[src/hdl/shce_pkg.sv]
// Shared widths, constants, types and table functions for the SH color evaluator.
package shce_pkg;

  // Field widths
  localparam int DIR_W      = 16;
  localparam int IDX_W      = 4;
  localparam int COEF_W     = 24;
  localparam int OUT_W      = 24;
  localparam int CFG_W      = 2;
  localparam int IN_DATA_W  = 3 * DIR_W + 3 * COEF_W;
  localparam int OUT_DATA_W = 3 * OUT_W;

  // Datapath widths
  localparam int PROD_W    = 2 * DIR_W;        // squares and cross products
  localparam int Q_W       = PROD_W + 2;       // quadratic forms
  localparam int CUB_W     = DIR_W + Q_W;      // cubic forms before rounding
  localparam int CUB_SHIFT = 14;
  localparam int P_W       = CUB_W - CUB_SHIFT; // polynomial, Q.28
  localparam int K_W       = 27;               // SH constants, Q.24
  localparam int PK_W      = P_W + K_W;
  localparam int BAS_SHIFT = 32;
  localparam int B_W       = 28;               // basis, Q.20
  localparam int LP_W      = B_W + COEF_W;     // basis times coefficient, Q.36
  localparam int TERM_SHIFT = 6;
  localparam int TERM_W    = LP_W - TERM_SHIFT; // accumulator term, Q.30
  localparam int ACC_W     = 48;
  localparam int SUM_W     = ACC_W + 1;
  localparam int OUT_SHIFT = 14;
  localparam int FIN_W     = SUM_W - OUT_SHIFT;

  // Pipeline depth
  localparam int BAS_STAGES = 6;
  localparam int PIPE_ITEMS = BAS_STAGES + 3;  // basis stages, product, final, output
  localparam int PEND_W     = $clog2(PIPE_ITEMS + 2);

  localparam logic [1:0] MAX_DEGREE = 2'd3;
  localparam logic [1:0] DEGREE_RST = 2'd3;

  // Rounding offsets and fixed values
  localparam logic signed [Q_W-1:0]   Q_ONE     = Q_W'(1) <<< 28;
  localparam logic signed [CUB_W-1:0] CUB_HALF  = CUB_W'(1) <<< (CUB_SHIFT - 1);
  localparam logic signed [PK_W-1:0]  PK_HALF   = PK_W'(1) <<< (BAS_SHIFT - 1);
  localparam logic signed [LP_W-1:0]  LP_HALF   = LP_W'(1) <<< (TERM_SHIFT - 1);
  localparam logic signed [SUM_W-1:0] HALF_Q30  = SUM_W'(1) <<< 29;
  localparam logic signed [SUM_W-1:0] OUT_HALF  = SUM_W'(1) <<< (OUT_SHIFT - 1);
  localparam logic signed [ACC_W-1:0] ACC_MAX   = {1'b0, {(ACC_W-1){1'b1}}};
  localparam logic signed [ACC_W-1:0] ACC_MIN   = {1'b1, {(ACC_W-1){1'b0}}};

  // SH constants, Q.24 rounded
  localparam logic signed [K_W-1:0] K_C0  = 27'sd4732765;
  localparam logic signed [K_W-1:0] K_C1  = 27'sd8197390;
  localparam logic signed [K_W-1:0] K_C2A = 27'sd18329921;
  localparam logic signed [K_W-1:0] K_C2C = 27'sd5291392;
  localparam logic signed [K_W-1:0] K_C2E = 27'sd9164961;
  localparam logic signed [K_W-1:0] K_C3A = 27'sd9899289;
  localparam logic signed [K_W-1:0] K_C3B = 27'sd48496413;
  localparam logic signed [K_W-1:0] K_C3C = 27'sd7667956;
  localparam logic signed [K_W-1:0] K_C3D = 27'sd6260860;
  localparam logic signed [K_W-1:0] K_C3F = 27'sd24248206;

  // Coefficient index codes, band l, order m (M = minus, P = plus)
  localparam logic [IDX_W-1:0] SH_00  = 4'd0;
  localparam logic [IDX_W-1:0] SH_1M1 = 4'd1;
  localparam logic [IDX_W-1:0] SH_10  = 4'd2;
  localparam logic [IDX_W-1:0] SH_1P1 = 4'd3;
  localparam logic [IDX_W-1:0] SH_2M2 = 4'd4;
  localparam logic [IDX_W-1:0] SH_2M1 = 4'd5;
  localparam logic [IDX_W-1:0] SH_20  = 4'd6;
  localparam logic [IDX_W-1:0] SH_2P1 = 4'd7;
  localparam logic [IDX_W-1:0] SH_2P2 = 4'd8;
  localparam logic [IDX_W-1:0] SH_3M3 = 4'd9;
  localparam logic [IDX_W-1:0] SH_3M2 = 4'd10;
  localparam logic [IDX_W-1:0] SH_3M1 = 4'd11;
  localparam logic [IDX_W-1:0] SH_30  = 4'd12;
  localparam logic [IDX_W-1:0] SH_3P1 = 4'd13;
  localparam logic [IDX_W-1:0] SH_3P2 = 4'd14;
  localparam logic [IDX_W-1:0] SH_3P3 = 4'd15;

  typedef logic signed [COEF_W-1:0] coef_t;

  // Side data that travels with an item through the basis pipeline
  typedef struct packed {
    coef_t coef_r;
    coef_t coef_g;
    coef_t coef_b;
    logic  last;
    logic  en;
  } tag_t;

  // Per-stage control handed to the lanes
  typedef struct packed {
    logic vld;
    logic last;
    logic en;
  } ctl_t;

  function automatic logic [1:0] band_of(input logic [IDX_W-1:0] idx);
    logic [1:0] band;
    if (idx == SH_00) begin
      band = 2'd0;
    end else if (idx inside {[SH_1M1:SH_1P1]}) begin
      band = 2'd1;
    end else if (idx inside {[SH_2M2:SH_2P2]}) begin
      band = 2'd2;
    end else begin
      band = 2'd3;
    end
    return band;
  endfunction

  function automatic logic signed [K_W-1:0] k_of(input logic [IDX_W-1:0] idx);
    logic signed [K_W-1:0] k;
    case (idx)
      SH_00:                       k = K_C0;
      SH_1M1, SH_10, SH_1P1:       k = K_C1;
      SH_2M2, SH_2M1, SH_2P1:      k = K_C2A;
      SH_20:                       k = K_C2C;
      SH_2P2:                      k = K_C2E;
      SH_3M3, SH_3P3:              k = K_C3A;
      SH_3M2:                      k = K_C3B;
      SH_3M1, SH_3P1:              k = K_C3C;
      SH_30:                       k = K_C3D;
      SH_3P2:                      k = K_C3F;
      default:                     k = K_C0;
    endcase
    return k;
  endfunction

endpackage

[src/hdl/shce_lane.sv]
// One color channel: basis times coefficient, saturating accumulate, final round and clamp.
module shce_lane (
  input  logic                                clk,
  input  logic                                rst_n,
  input  logic                                adv,
  input  logic signed [shce_pkg::B_W-1:0]     bas,
  input  shce_pkg::coef_t                     coef,
  input  shce_pkg::ctl_t                      acc_ctl,
  output logic        [shce_pkg::OUT_W-1:0]   color
);

  logic signed [shce_pkg::LP_W-1:0]   prod_r;
  logic signed [shce_pkg::LP_W-1:0]   prod_rnd;
  logic signed [shce_pkg::TERM_W-1:0] term;
  logic signed [shce_pkg::SUM_W-1:0]  sum_full;
  logic signed [shce_pkg::ACC_W-1:0]  acc_sum;
  logic signed [shce_pkg::ACC_W-1:0]  acc_r;
  logic signed [shce_pkg::ACC_W-1:0]  fin_r;
  logic signed [shce_pkg::SUM_W-1:0]  fin_t, fin_rnd;
  logic        [shce_pkg::FIN_W-1:0]  fin_q;

  // Product stage
  always_ff @(posedge clk) begin
    if (adv) begin
      prod_r <= bas * coef;
    end
  end

  // Round to Q.30, gate by band enable, saturating add
  always_comb begin
    prod_rnd = prod_r + shce_pkg::LP_HALF;
    term     = acc_ctl.en ? shce_pkg::TERM_W'(prod_rnd >>> shce_pkg::TERM_SHIFT) : '0;
    sum_full = shce_pkg::SUM_W'(acc_r) + shce_pkg::SUM_W'(term);
    if (sum_full[shce_pkg::SUM_W-1] != sum_full[shce_pkg::ACC_W-1]) begin
      acc_sum = sum_full[shce_pkg::SUM_W-1] ? shce_pkg::ACC_MIN : shce_pkg::ACC_MAX;
    end else begin
      acc_sum = sum_full[shce_pkg::ACC_W-1:0];
    end
  end

  // Accumulator; cleared once a last request has been folded in
  always_ff @(posedge clk) begin
    if (!rst_n) begin
      acc_r <= '0;
    end else if (adv && acc_ctl.vld) begin
      acc_r <= acc_ctl.last ? '0 : acc_sum;
    end
  end

  always_ff @(posedge clk) begin
    if (adv && acc_ctl.vld && acc_ctl.last) begin
      fin_r <= acc_sum;
    end
  end

  // Add 0.5, clamp at zero, round to Q8.16, saturate
  always_comb begin
    fin_t   = shce_pkg::SUM_W'(fin_r) + shce_pkg::HALF_Q30;
    fin_rnd = fin_t + shce_pkg::OUT_HALF;
    fin_q   = fin_rnd[shce_pkg::SUM_W-1:shce_pkg::OUT_SHIFT];
    if (fin_t[shce_pkg::SUM_W-1] || (fin_t == '0)) begin
      color = '0;
    end else if (|fin_q[shce_pkg::FIN_W-1:shce_pkg::OUT_W]) begin
      color = '1;
    end else begin
      color = fin_q[shce_pkg::OUT_W-1:0];
    end
  end

endmodule

[config.mk]
export PLATFORM = sky130hd
export DESIGN_NAME = shce_lane
export DESIGN_NICKNAME = d
export VERILOG_FILES = /design/src/hdl/shce_pkg.sv /design/src/hdl/shce_lane.sv
export SDC_FILE = /design/constraint.sdc
export NUM_CORES = 2
export LEC_CHECK = 0
export BUFFER_PORTS_ARGS = -buffer_cell sky130_fd_sc_hd__buf_2
export CAP_MARGIN = 40
export CORE_AREA = 2 2 279 281
export DETAILED_ROUTE_END_ITERATION = 6
export DIE_AREA = 0 0 281 283
export SETUP_SLACK_MARGIN = 0.4
export SLEW_MARGIN = 20
export SYNTH_ARGS = -nofsm -noshare
export SYNTH_HDL_FRONTEND = slang
export SYNTH_SLANG_ARGS = --single-unit
[constraint.sdc]
create_clock -name clk -period 10 [get_ports clk]
set_input_delay 2 -clock clk [delete_from_list [all_inputs] [get_ports clk]]
set_output_delay 2 -clock clk [all_outputs]
set_load 0.005 [all_outputs]
After elaboration in Yosys (flattened, before gate mapping):

Cells that the tools add are included.
W data, S select, Z words.

* register bits: 148
* bits in latches: 0
* memory bits (writable): 0
* ROM bits: 0
* output and inout port bits: 24
* memories: 0

* add/subtract/negate cells: 4
* $mul: 1
* divide/modulo/power cells: 0
* order comparisons: 0
* equal/unequal tests: 1
* shifts and indexed selects: 0
* mux-type cells: 6
* bitwise operators: 0
* reductions and logical operators: 5

Operators with widths (number)
* $mux W48: 3
* $add A52 B7 Y52 const B: 1
* $mul A28 B24 Y52: 1
* $add A48 B31 Y49 const B: 1
* $add A48 B46 Y49: 1
* $add A49 B15 Y49 const B: 1
* $logic_not A49 Y1: 1
* $mux W24: 2
* $mux W46: 1
* $reduce_or A11 Y1: 1
* $logic_and A1 B1 Y1: 2
* $logic_or A1 B1 Y1: 1
* $ne A1 B1 Y1: 1

Logic depth before layout (Yosys ltp):

* depth in word-level cells: 6
* depth in mapped cells: 29

Least setup slack after synthesis:

No wires, ideal clock.

* path type: input to register
* start: in bas[27] (netlist name)
* end: reg prod_r[50] (netlist name) (data pin)
* setup time: 0.258 ns
* arrival time: 8.474 ns
* required time: 9.742 ns
* path slack: 1.268 ns
* stages on the path: 25
* buffers on the path: 1
* cells stage by stage: clkbuf_1 -> nand2_1 -> inv_1 -> fa_1 -> fa_1 -> inv_1 -> fa_1 -> inv_1 -> fa_1 -> fa_1 -> fa_1 -> inv_1 -> fa_1 -> inv_1 -> ha_1 -> a211oi_1 -> nor2_1 -> o41ai_1 -> o31ai_1 -> a31oi_1 -> nand2b_1 -> a41oi_1 -> o21a_1 -> nor2_1 -> xnor2_1

* cells in the longest elaborated chain, start to end: 1

Ends and longest elaborated chain
* from (decl): RTL line shce_lane.sv:6 `input logic signed [shce_pkg::B_W-1:0] bas,`
* $mul A28 B24 Y52: RTL line shce_lane.sv:25 `prod_r <= bas * coef;`
* to (signal assigned): RTL line shce_lane.sv:25
* to (decl): RTL line shce_lane.sv:12 `logic signed [shce_pkg::LP_W-1:0] prod_r;`

Every way passes these cells.
A chain may end at the register's enable or synchronous reset.

Worst setup path in the final report:

* start: in coef[9]
* end: reg prod_r[44] (netlist name) (data pin)

* cells in the longest elaborated chain, start to end: 1

Ends and longest elaborated chain
* from (decl): RTL line shce_lane.sv:7 `input shce_pkg::coef_t coef,`
* $mul A28 B24 Y52: RTL line shce_lane.sv:25

Every way passes these cells.

==> PnR_summary.wiki <==
{| class="wikitable"
! Metric !! Value
|-
| Worst setup path startpoint || coef[9]
|-
| Layout cells sized above 1 || 0.0509
|-
| Worst setup skew after layout || 0.0151 ns
|-
| Grt total ovfl || 0
|-
| Cell with the most instances on the worst path || fa_1
|-
| Clock period minus worst slack || 9.06 ns
|-
| Initial antenna violation count || 5
|-
| NumNets Final || 4,661
|-
| Count of flip-flops with a built-in enable after synthesis || 95
|-
| Initial cell density of the core || 0.447
|-
| IO Count || 82
|-
| Core Rows || 102
|-
| Deepest level of the CTS H-tree || 4
|-
| Average cell area after synthesis || 9.08 um2
|-
| Slew @ Worst Pin || 0.890 ns
|-
| Final setup fails || 0
|-
| Required time of the critical path || 10.18 ns
|-
| Clock buffer depth || 2
|-
| Crit end category || flip-flop
|-
| Chip height || 283 um
|-
| Num CTS Buffers || 17
|-
| WS Path Type || input pin to flip-flop
|-
| HPWL reported at the end of detailed placement || 69,100 um
|-
| Number of vias per cell after detailed routing || 5.18
|-
| Routability congestion estimate from global placement || 0.875
|-
| Launch instance of the worst min-delay path || acc_r[9]
|-
| Unrepaired setup endpoints after global routing || no
|-
| Minimum setup slack among reg-to-reg paths || 3.46 ns
|-
| Biggest fanout along the worst timing path || 28
|-
| Count of yosys warnings during synthesis || 0
|-
| Iteration-0 DRC Markers || 1,502
|-
| Die area || 0.0795 mm2
|-
| Buffer cell driving the clock tree root || clkbuf_16
|-
| Maximum number of pins on one net before global-route repair || 50
|-
| Clock transition at the registers of the reported paths || 0.06 ns
|-
| Number of resized instances in the post-cts repair step || 0
|-
| Met3 track utilization from global routing || 0.0313
|-
| Global-route wire length before repair || 140,000 um
|-
| Netlist area before placement || 0.0343 mm2
|-
| Busiest metal layer after global routing || met2
|-
| Crit start category || input pin
|-
| Routing usage on met1 || 0.327
|-
| Core area || 0.0767 mm2
|-
| Layout Area Growth over Synthesis || 5.39%
|-
| Largest cells by area after synthesis || fa_1, edfxtp_1, inv_1
|-
| Clock sinks || 143
|-
| Cells after Synth || 3,776
|-
| Share of the cycle needed by the critical path after routing || 0.906
|-
| PortBufs || 81
|-
| Number of different library cells in the post-synthesis netlist || 82
|-
| Async SR Flop Fraction || 0
|-
| Outcome || completed
|-
| Slew margin rel. || 0.407
|-
| Clock tree from TritonCTS || yes
|-
| Crit-path max cell delay || 0.56 ns
|-
| Area share of the leading cell type in the synthesized netlist || 0.407
|-
| Routed WL || 85,700 um
|-
| Post-synthesis register bit count || 143
|-
| Met2 track demand over resource || 0.355
|-
| Gr usage total || 0.223
|-
| Post-route ant nets || 0
|-
| Data arrival time at the worst-slack endpoint || 9.25 ns
|-
| Chip Width || 281 um
|-
| Count of TritonRoute iterations in the first routing pass || 5
|-
| Cts-stage hold buffer count || 0
|-
| Hold violation count in the final report || 0
|-
| Vias || 24,700
|-
| Post-synthesis cell type with the largest combined area || fa_1
|-
| Sequential fraction of the synthesis area || 0.111
|-
| Class of the tightest hold or removal check || flip-flop to flip-flop
|-
| Total negative setup slack || 0 ns
|-
| Max-cap viol count || 0
|-
| Source-to-sink clock delay at the later pin of the worst-skew pair || 0.44 ns
|-
| Start of the worst register-to-register path || prod_r[15]
|-
| Number of global-route vias before repair || 25,800
|-
| Synthesized Nets || 4,720
|-
| Synth Flop Type || edfxtp_1
|-
| Average detailed-routed wire length per instance || 18.0 um
|-
| Fmax achieved || 110 MHz
|-
| Slowest cell on crit path || fa_1
|-
| Post-CTS setup repair buffer count || 0
|-
| Count of final max-slew check failures || 0
|-
| Post-detailed-route DRC marker count || 0
|}
sequential cells by signal (all words and copies together) (netlist names):
signal,count
prod_r,47
acc_r,48
fin_r,48
cell usage after synthesis (12+ instances only):
cell,n
o21ai_0,101
nand3_1,56
ha_1,190
and2_1,376
clkbuf_1,170
a211oi_1,15
maj3_1,31
xnor2_1,128
xor2_1,54
o31ai_1,12
nand4_1,35
o21bai_1,19
a21o_1,49
a21oi_2,20
nand2_1,484
and4_1,14
a21oi_1,99
dfxtp_1,48
nand2b_1,19
nor4_1,16
nor3_1,30
nor2_1,136
inv_1,691
fa_1,696
and3_1,29
edfxtp_1,95
area by class of cell:
cell class,count,area [um2]
Antenna cell,1,2.50
Clock buffer,18,439
Clock inverter,14,144
Fill cell,7460,40600
Inverter,691,2590
Multi-Input combinational cell,2755,27200
Sequential cell,143,3810
Tap cell,1040,1300
Timing Repair Buffer,109,653
routing by layer:
| metal | vias to the layer above | share of wire |
|---|---|---|
| met3 | 68 | 0.065 |
| li1 | 11600 | - |
| met5 | - | 0 |
| met1 | 12400 | 0.47 |
| met2 | 686 | 0.45 |
| met4 | 0 | 0.012 |
worst paths after layout:
check | endpoint | cells past startpoint
max reg2reg | acc_r[32] | 23
max | prod_r[44] | 26
min reg2reg | acc_r[9] | 2
min | acc_r[9] | 2
cell usage in the layout (no fill, tap or decap), types with 7 or more instances in the layout:
| master | instances |
|---|---|
| a211oi_1 | 15 |
| a21boi_0 | 9 |
| a21o_1 | 49 |
| a21oi_1 | 99 |
| a21oi_2 | 20 |
| a31oi_1 | 9 |
| and2_1 | 375 |
| and3_1 | 28 |
| and4_1 | 14 |
| buf_2 | 81 |
| buf_4 | 25 |
| clkbuf_16 | 17 |
| dfxtp_1 | 48 |
| edfxtp_1 | 95 |
| fa_1 | 696 |
| ha_1 | 190 |
| inv_1 | 691 |
| maj3_1 | 31 |
| nand2_1 | 484 |
| nand2b_1 | 19 |
| nand3_1 | 56 |
| nand4_1 | 35 |
| nor2_1 | 136 |
| nor2b_1 | 7 |
| nor3_1 | 30 |
| nor4_1 | 16 |
| o211ai_1 | 8 |
| o21a_1 | 10 |
| o21ai_0 | 101 |
| o21bai_1 | 19 |
| o31ai_1 | 11 |
| or2_2 | 7 |
| or3_1 | 8 |
| xnor2_1 | 128 |
| xor2_1 | 53 |
stage by stage:
stage	instance area, um2	setup WS, ns	hold slack (ns)	util	instances
after floorplan	34300	1.27	0.431	-	3776
after global placement	35500	0.714	0.442	0.463	4735
after detailed placement	35500	0.628	0.447	0.463	4737
after CTS	36100	1.09	0.456	0.471	4769
after global routing	36100	0.597	0.476	0.471	4771
final	36100	0.935	0.455	0.471	4771
critical path, delay by kind of cell:
family                     cells  cell delay (ns)
adders and majority gates      8             3.92
buffers and inverters          7             0.98
and+or+nand+nor                3             0.69
AOI/OAI and AO/OA              7             1.52
xor gates and xnor gates       1             0.08
logic make-up after synthesis:
logic type | after synthesis | synth area share
compound gates | 405 | 0.0767
xor+xnor | 182 | 0.0465
fa+ha+maj | 917 | 0.485
buf+inv | 878 | 0.0967
flops | 143 | 0.111
mux | 5 | 0.00146
simple gates | 1246 | 0.182
Power is not shown: default switching activity piles up to over one toggle a cycle in this logic, so the estimate is an artifact.
